File: src/rtl/chunk_frustum_sphere_cull_assert.svh
// ----------------------------------------------------------------------------
// Assertion macros for the chunk frustum cull block
// Two wrappers around concurrent assertions, clocked on clock, off in reset.
// ----------------------------------------------------------------------------
`ifndef CHUNK_FRUSTUM_SPHERE_CULL_ASSERT_SVH
`define CHUNK_FRUSTUM_SPHERE_CULL_ASSERT_SVH

// same-cycle implication
`define CFSC_ASSERT_NOW(label, ante, cons, msg) \
   label: assert property (@(posedge clock) disable iff (reset) (ante) |-> (cons)) \
      else $error(msg);

// next-cycle implication
`define CFSC_ASSERT_NEXT(label, ante, cons, msg) \
   label: assert property (@(posedge clock) disable iff (reset) (ante) |=> (cons)) \
      else $error(msg);

`endif

File: src/rtl/cfsc_pkg.sv
// ----------------------------------------------------------------------------
// cfsc_pkg
// Shared widths, codes and types of the chunk frustum cull block.
// ----------------------------------------------------------------------------
package cfsc_pkg;

   // default chunk cell size
   localparam int DEF_CELL_WIDTH  = 16;
   localparam int DEF_CELL_HEIGHT = 256;
   localparam int DEF_CELL_DEPTH  = 16;

   // matrix store
   localparam int MAT_DEPTH = 16;
   localparam int MAT_AW    = 4;
   localparam int ENTRY_W   = 32;
   localparam int COORD_W   = 16;

   // shared multiply-accumulate unit
   localparam int OPND_W = ENTRY_W + 1;
   localparam int PROD_W = 2 * OPND_W;
   localparam int ACC_W  = 128;

   // request action codes
   localparam logic ACT_LOAD = 1'b0;
   localparam logic ACT_TEST = 1'b1;

   // accumulate shift codes
   localparam logic [1:0] SHIFT_0  = 2'd0;
   localparam logic [1:0] SHIFT_32 = 2'd1;
   localparam logic [1:0] SHIFT_33 = 2'd2;
   localparam logic [1:0] SHIFT_64 = 2'd3;

   typedef struct packed {
      logic       valid;
      logic       clear;
      logic       neg;
      logic [1:0] shift;
   } mac_op_type;

   typedef struct packed {
      logic idle;
      logic done;
      logic visible;
   } seq_status_type;

endpackage

File: src/rtl/cfsc_regfile.sv
// ----------------------------------------------------------------------------
// cfsc_regfile
// View-projection matrix, 16 entries, one write and one read port.
// ----------------------------------------------------------------------------
module cfsc_regfile (
   input  logic                             clock,
   input  logic                             reset,
   input  logic                             wr_en,
   input  logic [cfsc_pkg::MAT_AW-1:0]      wr_addr,
   input  logic [cfsc_pkg::ENTRY_W-1:0]     wr_data,
   input  logic [cfsc_pkg::MAT_AW-1:0]      rd_addr,
   output logic [cfsc_pkg::ENTRY_W-1:0]     rd_data
);
   import cfsc_pkg::*;

   logic [ENTRY_W-1:0] mat_ff [MAT_DEPTH];

   always_ff @(posedge clock) begin
      if (reset) begin
         for (int i = 0; i < MAT_DEPTH; i++) begin
            mat_ff[i] <= '0;
         end
      end else if (wr_en) begin
         mat_ff[wr_addr] <= wr_data;
      end
   end

   assign rd_data = mat_ff[rd_addr];

endmodule

File: config.mk
export PLATFORM = sky130hd
export DESIGN_NAME = cfsc_regfile
export DESIGN_NICKNAME = d
export VERILOG_FILES = /design/src/rtl/chunk_frustum_sphere_cull_assert.svh /design/src/rtl/cfsc_pkg.sv /design/src/rtl/cfsc_regfile.sv
export SDC_FILE = /design/constraint.sdc
export NUM_CORES = 1
export LEC_CHECK = 0
export BUFFER_PORTS_ARGS = -buffer_cell sky130_fd_sc_hd__buf_4
export CAP_MARGIN = 20
export CORE_UTILIZATION = 62
export CTS_CLUSTER_SIZE = 10
export DETAILED_ROUTE_END_ITERATION = 16
export GPL_TIMING_DRIVEN = 0
export HOLD_SLACK_MARGIN = 0.02
export PLACE_DENSITY_LB_ADDON = 0.2
export SETUP_SLACK_MARGIN = 0.15
export SYNTH_ARGS = -nofsm -noshare
export SYNTH_HDL_FRONTEND = slang
export SYNTH_SLANG_ARGS = --single-unit
File: constraint.sdc
create_clock -name clock -period 3 [get_ports clock]
set_input_delay 0.75 -clock clock [delete_from_list [all_inputs] [get_ports clock]]
set_output_delay 0.75 -clock clock [all_outputs]
set_load 0.02 [all_outputs]
# Word level (Yosys, flattened, before mapping)
# Memory sizes are Yosys's and may differ from the RTL's.
# Index checks and enable logic that the tools add are counted.
# classes
n_reduce_logical	1
muxes	8
# op_table
cell	n
$mux W32	1
$reduce_or A32 Y1	1
$mux W1	6
$mux W4	1
# word_totals
word_cells	10
input_bits	43
ramBits	512
regBits	0
mem_count	1
output_inout_bits	32
# memory_table
name	depth	width	rd	rd_ports_with_merged_regs	wr	line	rtl
mat_ff	16	32	1	0	16	cfsc_regfile.sv:16	logic [ENTRY_W-1:0] mat_ff [MAT_DEPTH];

# Depth between registers and ports, before layout
# depth
depth_word	5
mapped_depth	5
ltp_nobuf	3

# Worst setup path before layout
# Ideal clock, no wire load.
# synth_path
kind	input to output
startpoint	input port rd_addr[0] (netlist name)
endpoint	output port rd_data[11] (netlist name)
path_stages	5
slack_ps	191
path_buffers	2
t_arrival_ps	2059
required_ps	2250
cell_sequence	buf_2 -> buf_4 -> mux4_2 -> a22oi_1 -> nand2_1
# synth_between
elab_chain_len	1
# synth_rtl
item	line	rtl
start, declared	cfsc_regfile.sv:11	input logic [cfsc_pkg::MAT_AW-1:0] rd_addr,
$mem_v2 Z16 W32	n/a	
end, declared	cfsc_regfile.sv:12	output logic [cfsc_pkg::ENTRY_W-1:0] rd_data
# No other way between the ends.

# Final worst setup path
# layout_path
startpoint	input port rd_addr[0] (netlist name)
endpoint	output port rd_data[17] (netlist name)
# Same word-level chain as after synthesis.

==> flow_summary_export.csv <==
group,metric,value,unit
finish,syn_to_final_growth,15.5,%
setup_path,crit_fanout,5,
setup_path,cp-end-kind,"primary output",
logic_synthesis,synth_top_family_by_area,"simple AND/OR/NAND/NOR gates",
logic_synthesis,syn_avg_cell_area,16.2,µm²
hold_path,worstHoldPathType,"primary input to flip-flop",
drt,drc,0,
setup_path,crit_required,2.25,ns
power_and_ir_drop,leakage,0.00937,µW
clock_tree,cts_tree,"yes",
logic_synthesis,synth_cells,1416,
grt,grt_antenna_before_repair,3,
logic_synthesis,synth_warnings,0,
clock_tree,clock_sinks,512,
floorplanning,dieHeight,194,µm
logic_synthesis,synth_compound_area_share,2.10,%
power_and_ir_drop,vdd_ir_drop_max,0.000488,V
logic_synthesis,syn_nets,1459,
floorplanning,io_pins,75,
timing,fin_hold_ws,0.478,ns
timing,fmax,0.350,GHz
finish,final_cell_count_no_fill,2052,
power_and_ir_drop,power_density,599,mW/mm²
logic_synthesis,syn_area,0.0229,mm²
setup_path,worstSetupStartpointType,"primary input",
floorplanning,start_util,62.8,%
finish,largestRegisters,"mat_ff x512",
timing,tns,0,ns
finish,multi_input_area,0.00707,mm²
logic_synthesis,synth_top_area_share,67.2,%
floorplanning,die_x,194,µm
logic_synthesis,synth_cell_types,22,
grt,grt_pass1_vias,13400,
place,place_hpwl,36.2,mm
timing,slew_headroom,21.6,%
timing,drv_slew,0,
finish,largest_register_ffs,512,
grt,grt_max_degree,33,
place,place_inst,1962,
drt,vias_per_cell,6.45,
logic_synthesis,synthAdderAreaFrac,0,%
finish,final_util,72.5,%
logic_synthesis,synth_top_area_cell,"edfxtp_1",
timing,setup_viol,0,
finish,final_area,0.0264,mm²
logic_synthesis,synthSimpleGateAreaFrac,15.9,%
logic_synthesis,seq_area_frac_synth,67.2,%
floorplanning,rows,70,
drt,wl_per_cell,29.5,µm
finish,drive_gt1_share,25.5,%
floorplanning,core-area,0.0364,mm²
timing,period_minus_slack,2.85,ns
clock_tree,root_buffer,"clkbuf_16",
clock_tree,cts_buffer_depth,3,
timing,finalHoldViolations,0,
clock_tree,path_clk_slew,0.06,ns
timing,timing.final.crit_share,95.2,%
finish,regArea,0.0154,mm²
logic_synthesis,synthTopCellsByArea,"edfxtp_1 67%, and2_1 13%, mux4_2 13%",
drt,drtIter0Drc,1571,
place,place_congestion,0.854,
setup_path,cp.arrival,2.10,ns
logic_synthesis,synth_mux_area_share,12.6,%
drt,first_pass_iters,6,
timing,grt_setup_unrepaired,"yes",
drt,ant_nets,0,
logic_synthesis,ys_seq_elements,512,
finish,regMostFlops,"mat_ff",
logic_synthesis,synth-xor-area-share,0,%
clock_tree,cts_buffers,57,
place,port_buffers,72,
floorplanning,dieArea,0.0377,mm²
setup_path,crit_type,"primary input to primary output",
grt,grt_first_pass_wirelength,87.0,mm
clock_tree,cts_hold_buffers,0,
run_status,status,"finished clean",
timing,tightest_slew,1.18,ns
grt,overflow,0,
place,dpl-instance-area,0.0241,mm²
finish,fillerInstances,2240,
drt,finalWirelength,60.5,mm
finish,nets,1621,
drt,num_vias,13200,
flow_run,maxCapViolCount,0,
clock_tree,htreeDepth,2,
grt,grt_usage,32.8,%
-- path summary, 6_finish.rpt --
kind,end,depth (start not counted),start
setup / recovery,rd_data[17],6,rd_addr[0]
hold / removal,mat_ff[15][11],2,wr_data[11]
-- cell usage after synthesis (all sizes together) --
cell type / number
nand4b: 1
clkbuf: 103
nand2: 33
nor2: 13
or4b: 1
buf: 22
and2: 513
nor3: 4
or2: 16
nand2b: 2
edfxtp: 512
nor2b: 2
nand4bb: 2
mux4: 128
a22oi: 64
-- layout make-up --
cell class | count | share of cell area (%)
multi-input combinational | 779 | 26.8
antenna | 4 | 0.0379
tap | 468 | 2.22
clock buffer | 59 | 5.42
clock inverter | 2 | 0.128
timing repair buffer | 103 | 3.97
sequential | 512 | 58.2
buffer | 125 | 3.29
-- cell families (layout without fill, tap and decap cells) --
family / after synthesis / count (layout)
and+or+nand+nor: 587 / 587
DFF: 512 / 512
muxes: 128 / 128
buffers and inverters: 125 / 289
AOI/OAI and AO/OA: 64 / 64
other: 0 / 4
-- routing by layer --
layer	vias up	part of all wire [%]	global-route usage, %	wire [µm]
li1	5534	-	-	-
met1	6711	37	43.5	22300
met2	828	49	52.6	29500
met3	161	9.6	6.42	5830
met4	0	4.8	16.3	2900
met5	-	0	0	0
-- report_power, final --
group          internal (µW)  switching [µW]
Sequential              8280             108
Combinational            631             821
Clock                   3400            2600
Total                  12300            3530
-- per-stage QoR --
| step | power (µW) | worst slack (ns) |
|---|---|---|
| 2_1_floorplan | 9250 | 0.191 |
| 3_3_place_gp | 9770 | -0.603 |
| 3_5_place_dp | 9840 | -0.478 |
| 4_1_cts | 15700 | 0.129 |
| 5_1_grt | 16200 | 0.122 |
| 6_report | 15800 | 0.145 |
-- cell usage in the layout, fill, tap and decap left out, types with 10 or more instances in the layout --
master     instances
mux4_2           128
a22oi_2           11
buf_12            12
and2_2            32
buf_16            11
clkbuf_16         63
buf_4             92
clkbuf_1          80
and2_1           481
clkbuf_2          10
nand2_1           32
or2_2             16
edfxtp_1         512
a22oi_1           53
-- what timing repair did --
item,CTS,global route
pin swaps,0,3
gates cloned,3,6
endpoints found under the setup margin,32,31
setup buffers,2,12
gates resized for setup,107,33
-- worst max-delay path, stage by stage --
cell and delay [ns]:
buf_16 0.13, clkbuf_16 0.19, mux4_2 0.52, a22oi_1 0.20, nand2_1 0.12, buf_4 0.18
(Power assumes the default switching activity.)
