### src/rtl/chunk_frustum_sphere_cull_assert.svh
// ----------------------------------------------------------------------------
// Assertion macros for the chunk frustum cull block
// Two wrappers around concurrent assertions, clocked on clock, off in reset.
// ----------------------------------------------------------------------------
`ifndef CHUNK_FRUSTUM_SPHERE_CULL_ASSERT_SVH
`define CHUNK_FRUSTUM_SPHERE_CULL_ASSERT_SVH

// same-cycle implication
`define CFSC_ASSERT_NOW(label, ante, cons, msg) \
   label: assert property (@(posedge clock) disable iff (reset) (ante) |-> (cons)) \
      else $error(msg);

// next-cycle implication
`define CFSC_ASSERT_NEXT(label, ante, cons, msg) \
   label: assert property (@(posedge clock) disable iff (reset) (ante) |=> (cons)) \
      else $error(msg);

`endif

### src/rtl/cfsc_pkg.sv
// ----------------------------------------------------------------------------
// cfsc_pkg
// Shared widths, codes and types of the chunk frustum cull block.
// ----------------------------------------------------------------------------
package cfsc_pkg;

   // default chunk cell size
   localparam int DEF_CELL_WIDTH  = 16;
   localparam int DEF_CELL_HEIGHT = 256;
   localparam int DEF_CELL_DEPTH  = 16;

   // matrix store
   localparam int MAT_DEPTH = 16;
   localparam int MAT_AW    = 4;
   localparam int ENTRY_W   = 32;
   localparam int COORD_W   = 16;

   // shared multiply-accumulate unit
   localparam int OPND_W = ENTRY_W + 1;
   localparam int PROD_W = 2 * OPND_W;
   localparam int ACC_W  = 128;

   // request action codes
   localparam logic ACT_LOAD = 1'b0;
   localparam logic ACT_TEST = 1'b1;

   // accumulate shift codes
   localparam logic [1:0] SHIFT_0  = 2'd0;
   localparam logic [1:0] SHIFT_32 = 2'd1;
   localparam logic [1:0] SHIFT_33 = 2'd2;
   localparam logic [1:0] SHIFT_64 = 2'd3;

   typedef struct packed {
      logic       valid;
      logic       clear;
      logic       neg;
      logic [1:0] shift;
   } mac_op_type;

   typedef struct packed {
      logic idle;
      logic done;
      logic visible;
   } seq_status_type;

endpackage

### src/rtl/cfsc_mac.sv
// ----------------------------------------------------------------------------
// cfsc_mac
// Shared 33x33 unsigned multiplier with a shifted signed 128-bit accumulator.
// ----------------------------------------------------------------------------
module cfsc_mac (
   input  logic                               clock,
   input  logic                               reset,
   input  cfsc_pkg::mac_op_type               op,
   input  logic [cfsc_pkg::OPND_W-1:0]        opnd_a,
   input  logic [cfsc_pkg::OPND_W-1:0]        opnd_b,
   output logic signed [cfsc_pkg::ACC_W-1:0]  acc
);
   import cfsc_pkg::*;

   logic [PROD_W-1:0]       prod_ff, prod_in;
   mac_op_type              pend_ff;
   logic signed [ACC_W-1:0] acc_ff, acc_in;
   logic [ACC_W-1:0]        term_wide;
   logic [ACC_W-1:0]        term;
   logic signed [ACC_W-1:0] base;

   assign prod_in = PROD_W'(opnd_a) * PROD_W'(opnd_b);

   always_comb begin
      term_wide = ACC_W'(prod_ff);
      case (pend_ff.shift)
         SHIFT_0:  term = term_wide;
         SHIFT_32: term = term_wide << 32;
         SHIFT_33: term = term_wide << 33;
         SHIFT_64: term = term_wide << 64;
         default:  term = term_wide;
      endcase
      base = pend_ff.clear ? '0 : acc_ff;
      if (!pend_ff.valid) begin
         acc_in = acc_ff;
      end else if (pend_ff.neg) begin
         acc_in = base - signed'(term);
      end else begin
         acc_in = base + signed'(term);
      end
   end

   always_ff @(posedge clock) begin
      prod_ff <= prod_in;
      acc_ff  <= acc_in;
   end

   always_ff @(posedge clock) begin
      if (reset) begin
         pend_ff <= '0;
      end else begin
         pend_ff <= op;
      end
   end

   assign acc = acc_ff;

endmodule

### config.mk
export PLATFORM = sky130hd
export DESIGN_NAME = cfsc_mac
export DESIGN_NICKNAME = d
export VERILOG_FILES = /design/src/rtl/chunk_frustum_sphere_cull_assert.svh /design/src/rtl/cfsc_pkg.sv /design/src/rtl/cfsc_mac.sv
export SDC_FILE = /design/constraint.sdc
export NUM_CORES = 2
export LEC_CHECK = 0
export BUFFER_PORTS_ARGS = -buffer_cell sky130_fd_sc_hd__buf_2
export CAP_MARGIN = 30
export CORE_ASPECT_RATIO = 2
export CORE_MARGIN = 3
export CORE_UTILIZATION = 50
export CTS_BUF_LIST = sky130_fd_sc_hd__clkbuf_16
export DETAILED_ROUTE_END_ITERATION = 16
export HOLD_SLACK_MARGIN = 0.08
export MAX_ROUTING_LAYER = met4
export PLACE_DENSITY = 0.79
export SLEW_MARGIN = 30
export SYNTH_ARGS = -nofsm -noshare
export SYNTH_HDL_FRONTEND = slang
export SYNTH_SLANG_ARGS = --single-unit
export TNS_END_PERCENT = 20
### constraint.sdc
create_clock -name clock -period 22.4 [get_ports clock]
set_input_delay 4.48 -clock clock [delete_from_list [all_inputs] [get_ports clock]]
set_output_delay 4.48 -clock clock [all_outputs]
set_load 0.02 [all_outputs]
## Yosys cells after proc, flatten, opt, wreduce, memory -nomap -nowiden

Index checks and enable logic that the tools add are counted.

- Add/sub/neg operators: 2
- Multipliers: 1
- Eq/ne operators: 3
- Muxes and demuxes: 3
- Reductions and logical operators: 1

Operators with widths:

| cell | number |
|---|---|
| one-hot mux 128 bit (4 select lines) | 1 |
| two-way mux 128 bit | 2 |
| adder 128 bit | 1 |
| subtractor 128 bit | 1 |
| multiplier 33 x 33 -> 66 bit | 1 |
| equality test 2 bit, second input constant | 2 |
| equality test 2 x 1 -> 1 bit, second input constant | 1 |
| logical NOT 2 bit | 1 |

- Register bits after elaboration: 199
- Input bits: 73
- Output and inout port bits: 128
- Logic and storage cells: 16

## Depth between registers and ports, before layout

- Depth in word-level cells: 4
- Depth in mapped cells: 31
- Depth with buffers taken out: 29

## Least setup slack after synthesis

No wires, ideal clock.

- Path kind: input-to-reg
- From: in opnd_b[0] (netlist name)
- To: reg prod_ff[64]
- Data arrival time: 11703 ps
- Data required time: 22328 ps
- Slack: 10625 ps
- Stages: 28
- Path through: clkbuf_1 > and2_1 > fa_1 > inv_1 > fa_1 > inv_1 > fa_1 > inv_1 > fa_1 > inv_1 > fa_1 > fa_1 > fa_1 > inv_1 > fa_1 > inv_1 > ha_1 > and3_1 > and4_1 > a22oi_1 > a211oi_1 > nor3b_1 > a31oi_1 > a21oi_1 > o21ai_0 > or2_2 > a221oi_1 > xnor2_1

- Longest elaborated chain between the ends: 1

RTL lines:

| item | RTL line | source |
|---|---|---|
| start, declared | cfsc_mac.sv:10 | `input logic [cfsc_pkg::OPND_W-1:0] opnd_b,` |
| multiplier 33 x 33 -> 66 bit | cfsc_mac.sv:22 | `assign prod_in = PROD_W'(opnd_a) * PROD_W'(opnd_b);` |
| via prod_in[64] | cfsc_mac.sv:15 | `logic [PROD_W-1:0] prod_ff, prod_in;` |
| end signal, assigned | cfsc_mac.sv:44 | `prod_ff <= prod_in;` |
| end, declared | cfsc_mac.sv:15 |  |

The timed path passes the listed nets, and every way through them passes these cells.
A chain may end at the register's enable or synchronous reset.

## Worst setup path in the final report

- From: in opnd_b[9] (netlist name)
- To: reg prod_ff[64]

Same word-level chain as after synthesis.

==> results.sh <==
export IMPL_finClkSkew_ps=17.90
export IMPL_synth_ff_type="edfxtp_1"
export IMPL_fin_crit_sh_pct=57.20
export IMPL_gp_congestion=1.041
export IMPL_vias=46452
export IMPL_start_util_pct=50.56
export IMPL_regToRegSetupSlack_ps=14000
export IMPL_die_height_um=475.3
export IMPL_cp_end_kind="register"
export IMPL_cp_arrival_ps=13250
export IMPL_hold_buffers=0
export IMPL_grt_max_degree=110
export IMPL_slew_headroom_pct=25.30
export IMPL_grt_overflow=0
export IMPL_seq_area_frac_synth_pct=9.563
export IMPL_drive_gt1_share_pct=4.983
export IMPL_route_detailed_drc=0
export IMPL_outcome="completed"
export IMPL_antenna_found_initial=3
export IMPL_netlist_area_mm2=0.05506
export IMPL_tightest_slew_ps=1120
export IMPL_hold_viol=0
export IMPL_wl_per_cell_um=24.24
export IMPL_design_area_mm2=0.05725
export IMPL_grt_use_total_pct=34.56
export IMPL_num_rows=171
export IMPL_synth_nets=7917
export IMPL_detailed_place_hpwl_um=149600
export IMPL_cpMostUsedCell="fa_1"
export IMPL_hp_class="reg -> reg"
export IMPL_routed_wl_um=188800
export IMPL_core_area_mm2=0.1089
export IMPL_nNetsFinal=7814
export IMPL_cpMaxStageDelayCell="buf_2"
export IMPL_rsz0062_at_grt="no"
export IMPL_die_w_um=240.6
export IMPL_avgViaCountPerCell=5.962
export IMPL_grt_pass1_vias=50364
export IMPL_grt_pass1_wl_um=287600
export IMPL_period_minus_slack_ps=12810
export IMPL_worstPathRequired_ps=22840
export IMPL_dpl_cell_area_mm2=0.05666
export IMPL_synthCells=6492
export IMPL_setup_violations=0
export IMPL_ctsResizeCount=0
export IMPL_cts_path_max_buffers=2
export IMPL_ant_nets=0
export IMPL_post_cts_buffers=0
export IMPL_cp_start_kind="primary input"
export IMPL_async_flop_share_pct=0
export IMPL_portBuffers=200
export IMPL_cts_root_buf="clkbuf_16"
export IMPL_path_clk_slew_ps=80
export IMPL_ys_warn_count=0
export IMPL_cp_max_fo=33
export IMPL_fin_tns_setup_ps=0
export IMPL_cts_sinks=199
export IMPL_max_freq_ghz=0.07805
export IMPL_synth_edf_count=128
export IMPL_worstPathBufferInverterCount=4
export IMPL_h_tree_depth=4
export IMPL_drv_slew=0
export IMPL_drtIter0Drc=3152
export IMPL_syn_to_final_growth_pct=3.972
export IMPL_worst_setup_path_type="in -> reg"
export IMPL_numCtsBuffers=17
export IMPL_critPathTopFamily="adder cells"
export IMPL_dieArea_mm2=0.1144
export IMPL_cts_tree="yes"
export IMPL_synth_cell_types=91
export IMPL_ios=201
export IMPL_max_cap_viol_count=0
export IMPL_critPathMaxStageDelay_ps=720
export IMPL_synth_seq_cells=199
export IMPL_utilization_pct=52.57
export IMPL_first_pass_iters=6
export IMPL_fill_cells=10074
export IMPL_syn_area_per_cell_um2=8.481
export IMPL_clk_latency_ps=520
[stage by stage]
stage	std cells	hold WS [ps]	setup WS (ps)
2_1_floorplan	6492	812.4	10630
3_3_place_gp	7754	871.3	9252
3_5_place_dp	7754	874.0	9132
4_1_cts	7786	888.3	9671
5_1_grt	7789	918.0	9254
6_report	7791	865.1	9587
[final cells by class]
class | instances | area, um^2 | share of cell area, %
clock buffers | 17 | 425.4 | 0.7431
clock inverters | 15 | 131.4 | 0.2295
diodes | 5 | 12.51 | 0.02186
well taps | 1384 | 1732 | 3.025
flip-flops and latches | 199 | 5284 | 9.230
multi-input cells | 4817 | 44170 | 77.17
inverters | 1113 | 4178 | 7.298
repair buffers | 241 | 1309 | 2.286
[cells in the mapped netlist (128+ instances only)]
master | n | share of area [%]
xnor2_1 | 178 | 2.8
inv_1 | 1112 | 7.6
nor2b_1 | 167 | 1.9
clkbuf_1 | 314 | 2.1
fa_1 | 959 | 35
and2_1 | 573 | 6.5
o21ai_0 | 182 | 1.7
nand2_1 | 769 | 5.2
ha_1 | 393 | 8.9
edfxtp_1 | 128 | 7.0
a21oi_1 | 410 | 3.7
nor2_1 | 226 | 1.5
[layer usage]
layer | part of all wire, % | up-vias | global-route usage [%]
li1 | - | 20284 | -
met1 | 32 | 22995 | 33.30
met2 | 52 | 2244 | 61.26
met3 | 5.9 | 929 | 4.148
met4 | 11 | 0 | 28.70
met5 | 0 | - | -
[registers in the layout (all words and copies together), names as in the netlist]
register	count
acc	128
prod_ff	66
pend_ff	5
[cells in the final DEF (no fill, tap or decap), types with 66 or more instances in the layout]
cell type and instances:
inv_1 1112, fa_1 959, nand2_1 769, and2_1 573, a21oi_1 410, ha_1 393
nor2_1 225, buf_2 200, o21ai_0 182, xnor2_1 177, nor2b_1 167, edfxtp_1 128
xor2_1 104, a21o_1 87, nand4_1 76, nor3_1 76, dfxtp_1 66
[worst reg2reg max path: stages (launching register included)]
cell and delay [ps]:
dfxtp_4 820, buf_4 860, mux2i_1 290, o21ai_0 180, or4_4 610, nand4b_1 320
nor4_2 630, and3_1 360, and2_1 200, and2b_1 210, a21oi_1 100, xnor2_1 220
ha_1 460, nand2_1 70, o21ai_0 750, a21oi_1 80, o21ai_0 410, a21oi_1 220
nand2_1 150, a31oi_1 260, nor4b_1 240, a2111oi_0 680
[path summary, 6_finish.rpt]
| kind | startpoint | cells past startpoint | to |
|---|---|---|---|
| worst max-delay path | opnd_b[9] | 25 | prod_ff[64]$_DFF_P_ |
| worst min-delay path | pend_ff[4]$_SDFF_PP0_ | 0 | acc[69]$_DFFE_PP_ |
| worst max register to register | pend_ff[0]$_SDFF_PP0_ | 21 | acc[106]$_DFFE_PP_ |
| worst min register to register | pend_ff[4]$_SDFF_PP0_ | 0 | acc[69]$_DFFE_PP_ |
[logic make-up (layout without fill, tap and decap cells)]
kind of cell               after synthesis  after routing  synth area share, %
xor gates and xnor gates               282            282                4.486
and+or+nand+nor                       2131           2131                19.79
buffers and inverters                 1476           1386                10.24
adders and majority gates             1352           1352                43.80
AOI/OAI and AO/OA                      985            985                10.85
DFF                                    199            199                9.563
other                                    0              5                    0
muxes                                   67             67                1.270
Power is not shown: default switching activity piles up to over one toggle a cycle in this logic, so the estimate is an artifact.
