==> config.mk <==
export PLATFORM = sky130hd
export DESIGN_NAME = cfsc_seq
export DESIGN_NICKNAME = d
export VERILOG_FILES = /design/src/rtl/chunk_frustum_sphere_cull_assert.svh /design/src/rtl/cfsc_pkg.sv /design/src/rtl/cfsc_seq.sv
export SDC_FILE = /design/constraint.sdc
export NUM_CORES = 1
export LEC_CHECK = 0
export BUFFER_PORTS_ARGS = -buffer_cell sky130_fd_sc_hd__buf_2
export CORE_UTILIZATION = 45
export DETAILED_ROUTE_END_ITERATION = 8
export SLEW_MARGIN = 20
export SYNTH_ARGS = -nofsm -noshare
export SYNTH_HDL_FRONTEND = slang
export SYNTH_SLANG_ARGS = --single-unit
==> constraint.sdc <==
create_clock -name clock -period 10.5 [get_ports clock]
set_clock_uncertainty 0.1 [all_clocks]
set_input_delay 1.05 -clock clock [delete_from_list [all_inputs] [get_ports clock]]
set_output_delay 1.05 -clock clock [all_outputs]
set_load 0.02 [all_outputs]
==> src/rtl/chunk_frustum_sphere_cull_assert.svh <==
// ----------------------------------------------------------------------------
// Assertion macros for the chunk frustum cull block
// Two wrappers around concurrent assertions, clocked on clock, off in reset.
// ----------------------------------------------------------------------------
`ifndef CHUNK_FRUSTUM_SPHERE_CULL_ASSERT_SVH
`define CHUNK_FRUSTUM_SPHERE_CULL_ASSERT_SVH

// same-cycle implication
`define CFSC_ASSERT_NOW(label, ante, cons, msg) \
   label: assert property (@(posedge clock) disable iff (reset) (ante) |-> (cons)) \
      else $error(msg);

// next-cycle implication
`define CFSC_ASSERT_NEXT(label, ante, cons, msg) \
   label: assert property (@(posedge clock) disable iff (reset) (ante) |=> (cons)) \
      else $error(msg);

`endif

==> src/rtl/cfsc_pkg.sv <==
// ----------------------------------------------------------------------------
// cfsc_pkg
// Shared widths, codes and types of the chunk frustum cull block.
// ----------------------------------------------------------------------------
package cfsc_pkg;

   // default chunk cell size
   localparam int DEF_CELL_WIDTH  = 16;
   localparam int DEF_CELL_HEIGHT = 256;
   localparam int DEF_CELL_DEPTH  = 16;

   // matrix store
   localparam int MAT_DEPTH = 16;
   localparam int MAT_AW    = 4;
   localparam int ENTRY_W   = 32;
   localparam int COORD_W   = 16;

   // shared multiply-accumulate unit
   localparam int OPND_W = ENTRY_W + 1;
   localparam int PROD_W = 2 * OPND_W;
   localparam int ACC_W  = 128;

   // request action codes
   localparam logic ACT_LOAD = 1'b0;
   localparam logic ACT_TEST = 1'b1;

   // accumulate shift codes
   localparam logic [1:0] SHIFT_0  = 2'd0;
   localparam logic [1:0] SHIFT_32 = 2'd1;
   localparam logic [1:0] SHIFT_33 = 2'd2;
   localparam logic [1:0] SHIFT_64 = 2'd3;

   typedef struct packed {
      logic       valid;
      logic       clear;
      logic       neg;
      logic [1:0] shift;
   } mac_op_type;

   typedef struct packed {
      logic idle;
      logic done;
      logic visible;
   } seq_status_type;

endpackage

==> src/rtl/cfsc_seq.sv <==
// ----------------------------------------------------------------------------
// cfsc_seq
// Plane sequencer: forms plane coefficients and drives the shared MAC.
// ----------------------------------------------------------------------------
module cfsc_seq #(
   parameter int CELL_WIDTH  = cfsc_pkg::DEF_CELL_WIDTH,
   parameter int CELL_HEIGHT = cfsc_pkg::DEF_CELL_HEIGHT,
   parameter int CELL_DEPTH  = cfsc_pkg::DEF_CELL_DEPTH
) (
   input  logic                                clock,
   input  logic                                reset,
   input  logic                                start,
   input  logic signed [cfsc_pkg::COORD_W-1:0] chunk_x,
   input  logic signed [cfsc_pkg::COORD_W-1:0] chunk_z,
   input  logic                                result_free,
   output logic [cfsc_pkg::MAT_AW-1:0]         rd_addr,
   input  logic [cfsc_pkg::ENTRY_W-1:0]        rd_data,
   input  logic signed [cfsc_pkg::ACC_W-1:0]   acc,
   output cfsc_pkg::mac_op_type                mac_op,
   output logic [cfsc_pkg::OPND_W-1:0]         opnd_a,
   output logic [cfsc_pkg::OPND_W-1:0]         opnd_b,
   output cfsc_pkg::seq_status_type            status
);
   import cfsc_pkg::*;

   localparam int PX_W   = COORD_W + 1 + $clog2(CELL_WIDTH + 1);
   localparam int PZ_W   = COORD_W + 1 + $clog2(CELL_DEPTH + 1);
   localparam int LEN_W  = PROD_W;
   localparam int TDM_W  = 64;
   localparam int HALF_W = TDM_W / 2;
   localparam int STEP_W = 5;

   localparam logic [OPND_W-1:0] RSQ = OPND_W'(CELL_WIDTH * CELL_WIDTH
      + CELL_HEIGHT * CELL_HEIGHT + CELL_DEPTH * CELL_DEPTH);
   localparam logic [OPND_W-1:0] HEIGHT_OPND = OPND_W'(CELL_HEIGHT);
   localparam logic [OPND_W-1:0] DIST_SCALE  = OPND_W'(2);

   localparam logic [1:0] LAST_COL = 2'd3;
   localparam logic [1:0] LAST_K   = 2'd2;

   localparam logic [1:0] ST_IDLE   = 2'd0;
   localparam logic [1:0] ST_BASE   = 2'd1;
   localparam logic [1:0] ST_PLANE  = 2'd2;
   localparam logic [1:0] ST_FINISH = 2'd3;

   localparam logic [STEP_W-1:0] STP_COEF_0    = 5'd0;
   localparam logic [STEP_W-1:0] STP_COEF_1    = 5'd1;
   localparam logic [STEP_W-1:0] STP_COEF_2    = 5'd2;
   localparam logic [STEP_W-1:0] STP_COEF_3    = 5'd3;
   localparam logic [STEP_W-1:0] STP_SQ_A      = 5'd4;
   localparam logic [STEP_W-1:0] STP_SQ_B      = 5'd5;
   localparam logic [STEP_W-1:0] STP_SQ_C      = 5'd6;
   localparam logic [STEP_W-1:0] STP_DIST_A    = 5'd7;
   localparam logic [STEP_W-1:0] STP_DIST_B    = 5'd8;
   localparam logic [STEP_W-1:0] STP_DIST_C    = 5'd9;
   localparam logic [STEP_W-1:0] STP_DIST_D    = 5'd10;
   localparam logic [STEP_W-1:0] STP_DIST_WAIT = 5'd11;
   localparam logic [STEP_W-1:0] STP_DIST_CHK  = 5'd12;
   localparam logic [STEP_W-1:0] STP_TD_LL     = 5'd13;
   localparam logic [STEP_W-1:0] STP_TD_HL     = 5'd14;
   localparam logic [STEP_W-1:0] STP_TD_HH     = 5'd15;
   localparam logic [STEP_W-1:0] STP_RL_LO     = 5'd16;
   localparam logic [STEP_W-1:0] STP_RL_HI     = 5'd17;
   localparam logic [STEP_W-1:0] STP_DIFF_WAIT = 5'd18;
   localparam logic [STEP_W-1:0] STP_DIFF_CHK  = 5'd19;

   function automatic mac_op_type mk_op(logic clr, logic ng, logic [1:0] sh);
      mac_op_type o;
      o.valid = 1'b1;
      o.clear = clr;
      o.neg   = ng;
      o.shift = sh;
      return o;
   endfunction

   logic [1:0]        state_ff, state_in;
   logic [STEP_W-1:0] step_ff, step_in;
   logic [1:0]        k_ff, k_in;
   logic              minus_ff, minus_in;
   logic              visible_ff, visible_in;

   logic [PX_W-1:0] px_mag_ff, px_mag_in;
   logic [PZ_W-1:0] pz_mag_ff, pz_mag_in;
   logic            px_neg_ff, pz_neg_ff;

   logic [ENTRY_W-1:0] base_ff [4];
   logic [ENTRY_W:0]   coef_mag_ff [4];
   logic               coef_neg_ff [4];
   logic [LEN_W-1:0]   len2_ff, len2_in;
   logic [TDM_W-1:0]   tdm_ff, tdm_in;

   logic                    capture;
   logic                    base_we, coef_we, len2_we, tdm_we;
   logic [1:0]              row_sel;
   logic signed [ENTRY_W:0] base_ext, rd_ext, coef_sum;
   logic [ENTRY_W:0]        coef_abs;
   logic signed [ACC_W-1:0] acc_neg;
   logic                    degenerate, diff_pos, last_plane;
   logic                    plane_done, cull, done;

   // |2c+1| is the ones' complement of c with a low 1 appended
   assign px_mag_in = PX_W'({chunk_x ^ {COORD_W{chunk_x[COORD_W-1]}}, 1'b1})
                      * PX_W'(CELL_WIDTH);
   assign pz_mag_in = PZ_W'({chunk_z ^ {COORD_W{chunk_z[COORD_W-1]}}, 1'b1})
                      * PZ_W'(CELL_DEPTH);

   assign row_sel  = step_ff[1:0];
   assign rd_addr  = (state_ff == ST_BASE) ? {row_sel, LAST_COL} : {row_sel, k_ff};
   assign base_ext = {base_ff[row_sel][ENTRY_W-1], base_ff[row_sel]};
   assign rd_ext   = {rd_data[ENTRY_W-1], rd_data};
   assign coef_sum = minus_ff ? (base_ext - rd_ext) : (base_ext + rd_ext);
   assign coef_abs = coef_sum[ENTRY_W] ? $unsigned(-coef_sum) : $unsigned(coef_sum);

   assign acc_neg    = -acc;
   assign tdm_in     = acc_neg[TDM_W-1:0];
   assign len2_in    = acc[LEN_W-1:0];
   assign degenerate = (coef_mag_ff[0] == '0) && (coef_mag_ff[1] == '0)
                       && (coef_mag_ff[2] == '0);
   assign diff_pos   = !acc[ACC_W-1] && (acc != '0);
   assign last_plane = (k_ff == LAST_K) && minus_ff;

   always_comb begin
      state_in   = state_ff;
      step_in    = step_ff;
      k_in       = k_ff;
      minus_in   = minus_ff;
      visible_in = visible_ff;
      mac_op     = '0;
      opnd_a     = '0;
      opnd_b     = '0;
      capture    = 1'b0;
      base_we    = 1'b0;
      coef_we    = 1'b0;
      len2_we    = 1'b0;
      tdm_we     = 1'b0;
      plane_done = 1'b0;
      cull       = 1'b0;
      done       = 1'b0;
      unique case (state_ff)
         ST_IDLE: begin
            if (start) begin
               capture  = 1'b1;
               state_in = ST_BASE;
               step_in  = '0;
               k_in     = '0;
               minus_in = 1'b0;
            end
         end
         ST_BASE: begin
            base_we = 1'b1;
            step_in = step_ff + STEP_W'(1);
            if (step_ff == STP_COEF_3) begin
               state_in = ST_PLANE;
               step_in  = '0;
            end
         end
         ST_PLANE: begin
            step_in = step_ff + STEP_W'(1);
            unique case (step_ff) inside
               STP_COEF_0, STP_COEF_1, STP_COEF_2, STP_COEF_3: begin
                  coef_we = 1'b1;
               end
               // length term a^2 + b^2 + c^2
               STP_SQ_A: begin
                  if (degenerate) begin
                     plane_done = 1'b1;
                  end else begin
                     mac_op = mk_op(1'b1, 1'b0, SHIFT_0);
                     opnd_a = coef_mag_ff[0];
                     opnd_b = coef_mag_ff[0];
                  end
               end
               STP_SQ_B: begin
                  mac_op = mk_op(1'b0, 1'b0, SHIFT_0);
                  opnd_a = coef_mag_ff[1];
                  opnd_b = coef_mag_ff[1];
               end
               STP_SQ_C: begin
                  mac_op = mk_op(1'b0, 1'b0, SHIFT_0);
                  opnd_a = coef_mag_ff[2];
                  opnd_b = coef_mag_ff[2];
               end
               // doubled distance a*px + b*H + c*pz + 2d
               STP_DIST_A: begin
                  mac_op = mk_op(1'b1, coef_neg_ff[0] ^ px_neg_ff, SHIFT_0);
                  opnd_a = coef_mag_ff[0];
                  opnd_b = OPND_W'(px_mag_ff);
               end
               STP_DIST_B: begin
                  len2_we = 1'b1;
                  mac_op  = mk_op(1'b0, coef_neg_ff[1], SHIFT_0);
                  opnd_a  = coef_mag_ff[1];
                  opnd_b  = HEIGHT_OPND;
               end
               STP_DIST_C: begin
                  mac_op = mk_op(1'b0, coef_neg_ff[2] ^ pz_neg_ff, SHIFT_0);
                  opnd_a = coef_mag_ff[2];
                  opnd_b = OPND_W'(pz_mag_ff);
               end
               STP_DIST_D: begin
                  mac_op = mk_op(1'b0, coef_neg_ff[3], SHIFT_0);
                  opnd_a = coef_mag_ff[3];
                  opnd_b = DIST_SCALE;
               end
               STP_DIST_WAIT: begin
               end
               STP_DIST_CHK: begin
                  if (!acc[ACC_W-1]) begin
                     plane_done = 1'b1;
                  end else begin
                     tdm_we = 1'b1;
                  end
               end
               // dist^2 in three partial products, then minus rsq*len
               STP_TD_LL: begin
                  mac_op = mk_op(1'b1, 1'b0, SHIFT_0);
                  opnd_a = OPND_W'(tdm_ff[HALF_W-1:0]);
                  opnd_b = OPND_W'(tdm_ff[HALF_W-1:0]);
               end
               STP_TD_HL: begin
                  mac_op = mk_op(1'b0, 1'b0, SHIFT_32);
                  opnd_a = OPND_W'(tdm_ff[TDM_W-1:HALF_W]);
                  opnd_b = OPND_W'({tdm_ff[HALF_W-1:0], 1'b0});
               end
               STP_TD_HH: begin
                  mac_op = mk_op(1'b0, 1'b0, SHIFT_64);
                  opnd_a = OPND_W'(tdm_ff[TDM_W-1:HALF_W]);
                  opnd_b = OPND_W'(tdm_ff[TDM_W-1:HALF_W]);
               end
               STP_RL_LO: begin
                  mac_op = mk_op(1'b0, 1'b1, SHIFT_0);
                  opnd_a = len2_ff[OPND_W-1:0];
                  opnd_b = RSQ;
               end
               STP_RL_HI: begin
                  mac_op = mk_op(1'b0, 1'b1, SHIFT_33);
                  opnd_a = len2_ff[LEN_W-1:OPND_W];
                  opnd_b = RSQ;
               end
               STP_DIFF_WAIT: begin
               end
               STP_DIFF_CHK: begin
                  if (diff_pos) begin
                     cull = 1'b1;
                  end else begin
                     plane_done = 1'b1;
                  end
               end
               default: begin
                  plane_done = 1'b1;
               end
            endcase
            if (cull) begin
               visible_in = 1'b0;
               state_in   = ST_FINISH;
            end else if (plane_done) begin
               step_in = '0;
               if (last_plane) begin
                  visible_in = 1'b1;
                  state_in   = ST_FINISH;
               end else begin
                  minus_in = !minus_ff;
                  if (minus_ff) begin
                     k_in = k_ff + 2'd1;
                  end
               end
            end
         end
         ST_FINISH: begin
            if (result_free) begin
               done     = 1'b1;
               state_in = ST_IDLE;
            end
         end
         default: begin
            state_in = ST_IDLE;
         end
      endcase
   end

   always_ff @(posedge clock) begin
      if (reset) begin
         state_ff   <= ST_IDLE;
         step_ff    <= '0;
         k_ff       <= '0;
         minus_ff   <= 1'b0;
         visible_ff <= 1'b1;
      end else begin
         state_ff   <= state_in;
         step_ff    <= step_in;
         k_ff       <= k_in;
         minus_ff   <= minus_in;
         visible_ff <= visible_in;
      end
   end

   always_ff @(posedge clock) begin
      if (capture) begin
         px_mag_ff <= px_mag_in;
         pz_mag_ff <= pz_mag_in;
         px_neg_ff <= chunk_x[COORD_W-1];
         pz_neg_ff <= chunk_z[COORD_W-1];
      end
      if (base_we) begin
         base_ff[row_sel] <= rd_data;
      end
      if (coef_we) begin
         coef_mag_ff[row_sel] <= coef_abs;
         coef_neg_ff[row_sel] <= coef_sum[ENTRY_W];
      end
      if (len2_we) begin
         len2_ff <= len2_in;
      end
      if (tdm_we) begin
         tdm_ff <= tdm_in;
      end
   end

   assign status = '{idle: (state_ff == ST_IDLE), done: done, visible: visible_ff};

endmodule
Word level (Yosys, flattened, before mapping)
Memories as Yosys holds them, arrays and structs flattened. A register that Yosys moved wholly into a read port is not among the register bits.
Cells that the tools add are included.
- memories kept: 3
- register bits after elaboration: 175
- logic and storage cells: 147
- ROM bits: 0
- latch bits: 0
- bits in writable memories: 264
- output and inout port bits: 78
- input port bits: 196
- memories (memory ; words ; bits a word ; read ports ; clocked after memory_dff ; write ports ; line ; source):
    coef_mag_ff ; 4 ; 33 ; 4 ; 0 ; 1 ; cfsc_seq.sv:87 ; logic [ENTRY_W:0] coef_mag_ff [4];
    base_ff ; 4 ; 32 ; 1 ; 1 ; 1 ; cfsc_seq.sv:86 ; logic [ENTRY_W-1:0] base_ff [4];
    coef_neg_ff ; 4 ; 1 ; 4 ; 0 ; 1 ; cfsc_seq.sv:88 ; logic coef_neg_ff [4];
- multipliers: 0
- reductions and logical operators: 28
- bitwise gates (word level): 4
- add/subtract/negate cells: 6
- shifts and indexed selects: 0
- multiplexer cells: 63
- order comparisons: 0
- eq/ne operators: 32
- divide/modulo/power cells: 0
- operators by type and width (operator ; number):
    33-bit one-hot mux with 11 select lines ; 1
    33-bit one-hot mux with 9 select lines ; 1
    33-bit 2-to-1 mux ; 5
    128-bit nonzero test ; 1
    33-bit logical NOT ; 3
    64-bit negation ; 1
    5-bit one-hot mux with 11 select lines ; 1
    5-bit by 4-bit equality test with 1-bit output (second input constant) ; 8
    32-bit by 32-bit adder with 33-bit output ; 1
    33-bit negation ; 1
    32-bit by 32-bit subtractor with 33-bit output ; 1
    16-bit XOR ; 2
    1-bit 2-to-1 mux ; 30
    5-bit 2-to-1 mux ; 6
    2-bit 2-to-1 mux ; 14
    5-bit by 3-bit equality test with 1-bit output (second input constant) ; 4
    5-bit equality test (second input constant) ; 4
    17-bit OR reduction ; 1
    5-bit one-hot mux with 3 select lines ; 1
    2-bit inequality test (second input constant) ; 6
    5-bit by 2-bit equality test with 1-bit output (second input constant) ; 2
    5-bit AND reduction ; 2
    2-bit OR reduction ; 5
    2-bit one-hot mux with 4 select lines ; 1
    21 further kinds ; 31

Logic depth before layout (Yosys ltp)
An unclocked memory read counts as a cell.
- depth after elaboration: 12
- gate-level depth with buffers: 19
- depth with buffers taken out: 17

Least setup slack after synthesis
No wires, ideal clock.
- path kind: input to register
- start: input port acc[127] (netlist bit)
- end: register tdm_ff[0] (enable)
- path slack: 4.387 ns
- arrival time: 5.448 ns
- stages: 2
- setup time: 0.565 ns
- path through: nand2_1 -> nor3_1
- word-level cells in the longest chain between the ends: 3
- ends and longest elaborated chain (item ; line ; source):
    start: declaration ; cfsc_seq.sv:18 ; input logic signed [cfsc_pkg::ACC_W-1:0] acc,
    1-bit 2-to-1 mux ; cfsc_seq.sv:208 ; if (!acc[ACC_W-1]) begin
    1-bit 2-to-1 mux ; cfsc_seq.sv:159 ; unique case (step_ff) inside
    1-bit 2-to-1 mux ; cfsc_seq.sv:139 ; unique case (state_ff)
    net tdm_we ; cfsc_seq.sv:93 ; logic base_we, coef_we, len2_we, tdm_we;
    end signal: assignment ; cfsc_seq.sv:315 ; tdm_ff <= tdm_in;
    end: declaration ; cfsc_seq.sv:90 ; logic [TDM_W-1:0] tdm_ff, tdm_in;
The timed path passes the listed nets, and every way through them passes these cells.
A chain may end at the register's enable or synchronous reset.

Worst setup path after layout
- start: input port rd_data[0] (netlist bit)
- end: memory coef_mag_ff[2][29] (netlist bit), data pin
- word-level cells in the longest chain between the ends: 4
- elaborated cells between the ends (all ways): 5
- those cells by class: add/sub (3); mux (2)
- ends and longest elaborated chain (item ; line ; source):
    start: declaration ; cfsc_seq.sv:17 ; input logic [cfsc_pkg::ENTRY_W-1:0] rd_data,
    32-bit by 32-bit adder with 33-bit output / 32-bit by 32-bit subtractor with 33-bit output (equally long branches) ; cfsc_seq.sv:111 ; assign coef_sum = minus_ff ? (base_ext - rd_ext) : (base_ext + rd_ext);
    33-bit 2-to-1 mux * ; cfsc_seq.sv:111 ;
    33-bit negation ; cfsc_seq.sv:112 ; assign coef_abs = coef_sum[ENTRY_W] ? $unsigned(-coef_sum) : $unsigned(coef_sum);
    33-bit 2-to-1 mux * ; cfsc_seq.sv:112 ;
    net coef_abs[29] ; cfsc_seq.sv:96 ; logic [ENTRY_W:0] coef_abs;
    end: declaration ; cfsc_seq.sv:87 ;
Mark *: on every way through the listed nets, which the timed path passes. The rest lies on a longest branch.

==> impl_metrics.json <==
{
  "outcome": "complete, no violations",
  "cts_post_setup_buffers_inserted": 0,
  "leakage_nw": 8.59,
  "netlist_area_sq_um": 22800,
  "chipWidth_um": 227,
  "io_pins": 274,
  "final.setup.tns_ns": 0,
  "tightest_slew_ns": 1.08,
  "drt_iter0_markers": 2222,
  "grt_usage_pct": 28.6,
  "hold-path-cell-count": 2,
  "timing.rr.end": "coef_mag_ff[2][29]",
  "ant_diodes": 0,
  "switching_share_of_total_power_pct": 34.9,
  "max-clock-path-buffers": 3,
  "multiInputGateArea_sq_um": 9330,
  "cell_with_the_most_instances_after_synthesis": "sky130_fd_sc_hd__edfxtp_1",
  "cts.clk_slew.worst_paths_ns": 0.06,
  "hold_buffers": 0,
  "crit_path_cell_trace": "buf_2 -> inv_1 -> ha_1 -> nor3b_1 -> nand4_1 -> nor3_1 -> nor2_1 -> xnor2_1 -> ha_1 -> a21oi_1 -> o211ai_1 -> and2_1 -> o31ai_1 -> o32ai_1 -> nor4_1 -> nand4_1 -> o41ai_1 -> xor2_1",
  "cp_slowest_cell": "sky130_fd_sc_hd__nor4_1",
  "critical_path.endpoint_type": "flip-flop",
  "placementRows": 82,
  "worst_hold_path_type": "reg -> reg",
  "post_synth_top_area_share_pct": 56.1,
  "detail_route.wl_per_cell_um": 26.4,
  "final_layout_size_suffix_gt1_share_pct": 21.6,
  "path_class": "in -> reg",
  "cts_tree": "done",
  "start_util_pct": 45.6,
  "first_global_vias": 17600,
  "antenna_found_initial": 2,
  "top_achievable_clock_speed_mhz": 158,
  "cts_repair_resize_count": 0,
  "worst_hold_path.endpoint": "visible_ff",
  "die_height_um": 227,
  "final.fill_count": 4387,
  "clock-sinks": 439,
  "max-slew-margin-rel_pct": 27.3,
  "internal_power_mw": 4.03,
  "fin_crit_ns": 6.33,
  "r2r_cells": 13,
  "globalplace.congestion": 0.922,
  "synth-main-ff-cell": "sky130_fd_sc_hd__edfxtp_1",
  "final_hold_viol_count": 0,
  "wire_length_of_the_first_global_routing_pass_um": 110000,
  "final-max-slew-violation-count": 0,
  "worst_ep_required_time_ns": 10.74,
  "cts_max_level": 2,
  "regToRegSetupSlack_ns": 4.56,
  "critical_path_at_ns": 6.57,
  "share_clk_of_total_power_pct": 27.9,
  "detail_route.drc_violations": 0,
  "power-per-cell-area_nw_per_um2": 233,
  "post_synth_most_frequent_cells": "sky130_fd_sc_hd__edfxtp_1 (426), sky130_fd_sc_hd__a22oi_1 (150), sky130_fd_sc_hd__nand2_1 (115), sky130_fd_sc_hd__nor2_1 (114), sky130_fd_sc_hd__xnor2_1 (100)",
  "timing.critical_path.from_type": "input pin",
  "drtAntennaViolNets": 0,
  "synthesis.yosys.warnings": 0,
  "dr_total_vias": 17900,
  "postSynth.asyncResetShare_pct": 0,
  "dieArea_sq_um": 51600,
  "final_critical_path_setup_slack_ns": 4.17,
  "cts_inserted_buffers": 49,
  "min_period_over_period_pct": 60.3,
  "firstDrtPassIters": 7,
  "grt_max_degree": 69,
  "synth_sequential_area_ratio_pct": 57.2,
  "holdCritStartpoint": "visible_ff",
  "postSynthNetCount": 2081,
  "setup-violations-final": 0,
  "global_route.overflow_total": 0,
  "sequentialPowerShare_pct": 40.0,
  "synth.distinct_cells": 81,
  "netlist_top_cells_area": "sky130_fd_sc_hd__edfxtp_1 (56%), sky130_fd_sc_hd__a22oi_1 (4.9%), sky130_fd_sc_hd__xnor2_1 (3.8%), sky130_fd_sc_hd__mux4_2 (3.2%), sky130_fd_sc_hd__ha_1 (2.5%)",
  "timing.critical_path.slowest_cell_delay_ns": 0.58,
  "power.switching_mw": 2.16,
  "power_mw": 6.20,
  "root_buffer": "sky130_fd_sc_hd__clkbuf_16",
  "area.sequential_sq_um": 13100,
  "post_drt_via_cell_ratio": 6.40,
  "clock_latency_ns": 0.60,
  "rsz_0062_raised_after_global_routing": "no",
  "synth-seq-cells": 439,
  "pre_cts_slack_ns": 3.69,
  "coreArea_sq_um": 50100,
  "power.ir.vdd_worst_mv": 0.157,
  "synth_edf_count": 426,
  "hpwl_um": 52700,
  "netlist.top_cell.by_area": "sky130_fd_sc_hd__edfxtp_1",
  "netlist_instances": 1838,
  "area_delta_synth_final_pct": 16.5,
  "final_net_count": 2337,
  "placement.io_buffers": 273,
  "crit_fanout": 10,
  "p_comb_share_pct": 32.2,
  "syn-mean-instance-area_sq_um": 12.4,
  "drt_wl_total_um": 74100,
  "cap_violations": 0
}
[sequential cells by signal, summed over array words and instances, names as in the netlist, named ones only]
register     flops
k_ff             2
visible_ff       1
step_ff          5
state_ff         2
minus_ff         1
coef_neg_ff      4
coef_mag_ff    132
pz_neg_ff        1
pz_mag_ff       15
px_neg_ff        1
base_ff        128
px_mag_ff       15
tdm_ff          64
len2_ff         66
[critical path, delay by kind of cell]
kind                       cells  cell delay (ns)
and+or+nand+nor                7             2.44
AOI/OAI and AO/OA              5             1.69
xor gates and xnor gates       2             0.60
adders and majority gates      2             0.56
buffers and inverters          2             0.22
[layout by cell type (no fill, tap or decap), drive strengths merged, types with 7 or more instances in the layout]
| master | Yosys | final |
|---|---|---|
| edfxtp | 426 | 426 |
| buf | 19 | 309 |
| a22oi | 150 | 150 |
| nand2 | 115 | 115 |
| nor2 | 114 | 114 |
| xnor2 | 100 | 100 |
| nor4 | 67 | 67 |
| xor2 | 64 | 64 |
| a21oi | 59 | 59 |
| clkbuf | 85 | 59 |
| nor3 | 56 | 56 |
| ha | 46 | 46 |
| o21ai | 45 | 45 |
| a31oi | 35 | 35 |
| a41oi | 34 | 34 |
| a222oi | 34 | 34 |
| mux4 | 32 | 32 |
| inv | 29 | 32 |
| and2 | 29 | 29 |
| nand3 | 21 | 21 |
| nand4 | 20 | 20 |
| a221oi | 18 | 18 |
| or3 | 17 | 17 |
| clkinv | 0 | 17 |
| and3 | 15 | 15 |
| nand2b | 14 | 14 |
| a22o | 14 | 14 |
| o21a | 13 | 13 |
| dfxtp | 13 | 13 |
| o31ai | 12 | 12 |
| or4 | 12 | 12 |
| o211ai | 11 | 11 |
| a211oi | 11 | 11 |
| or2 | 9 | 9 |
| nor3b | 7 | 7 |
[kinds of logic after synthesis]
family | synth area share [%]
flops | 57.2
compound gates | 16.2
buf+inv | 2.29
simple gates | 11.9
mux | 3.48
fa+ha+maj | 2.61
xor+xnor | 6.30
[routing by layer]
| metal | vias up | global-route usage [%] | share of wire, % |
|---|---|---|---|
| met5 | - | 0 | 0.031 |
| met4 | 4 | 13.4 | 4.6 |
| met3 | 206 | 5.32 | 8.6 |
| met2 | 1041 | 46.5 | 47 |
| li1 | 7925 | - | - |
| met1 | 8756 | 37.1 | 40 |
[how the worst max path moves through the flow]
stage                from            endpoint  slack [ns]  cells past startpoint
6_report       rd_data[0]  coef_mag_ff[2][29]        4.17                     18
5_1_grt        rd_data[0]  coef_mag_ff[1][29]        3.61                     18
4_1_cts        rd_data[2]  coef_mag_ff[2][29]        4.32                     16
3_5_place_dp   rd_data[2]  coef_mag_ff[2][29]        3.69                     16
3_3_place_gp   rd_data[2]  coef_mag_ff[2][29]        3.83                     16
2_1_floorplan    acc[127]           tdm_ff[0]        4.39                      2
[final cells by class]
class                      instances  area share [%]
tap                              672            3.16
timing repair buffer             309            6.16
sequential                       439            49.1
multi-input combinational       1266            35.1
inverter                          29           0.409
clock buffer                      59            4.83
clock inverter                    30            1.25
[per-stage QoR]
step	cells	cell area (sq um)	util [%]	hold slack, ns
after global routing	2804	26600	53.1	0.421
after global placement	2715	25000	49.9	0.366
after CTS	2804	26600	53.1	0.387
final	2804	26600	53.1	0.384
after floorplan	1838	22800	-	0.347
after detailed placement	2715	25000	49.9	0.364
[power by group through the flow]
| stage | clock [mW] | sequential [mW] | combinational [mW] |
|---|---|---|---|
| 2_1_floorplan | 0 | 2.46 | 1.30 |
| 3_3_place_gp | 0 | 2.51 | 1.92 |
| 3_5_place_dp | 0 | 2.51 | 1.96 |
| 4_1_cts | 1.75 | 2.47 | 1.97 |
| 5_1_grt | 1.82 | 2.48 | 2.15 |
| 6_report | 1.73 | 2.48 | 1.99 |
Note: power is estimated with default switching activity, not from simulation.
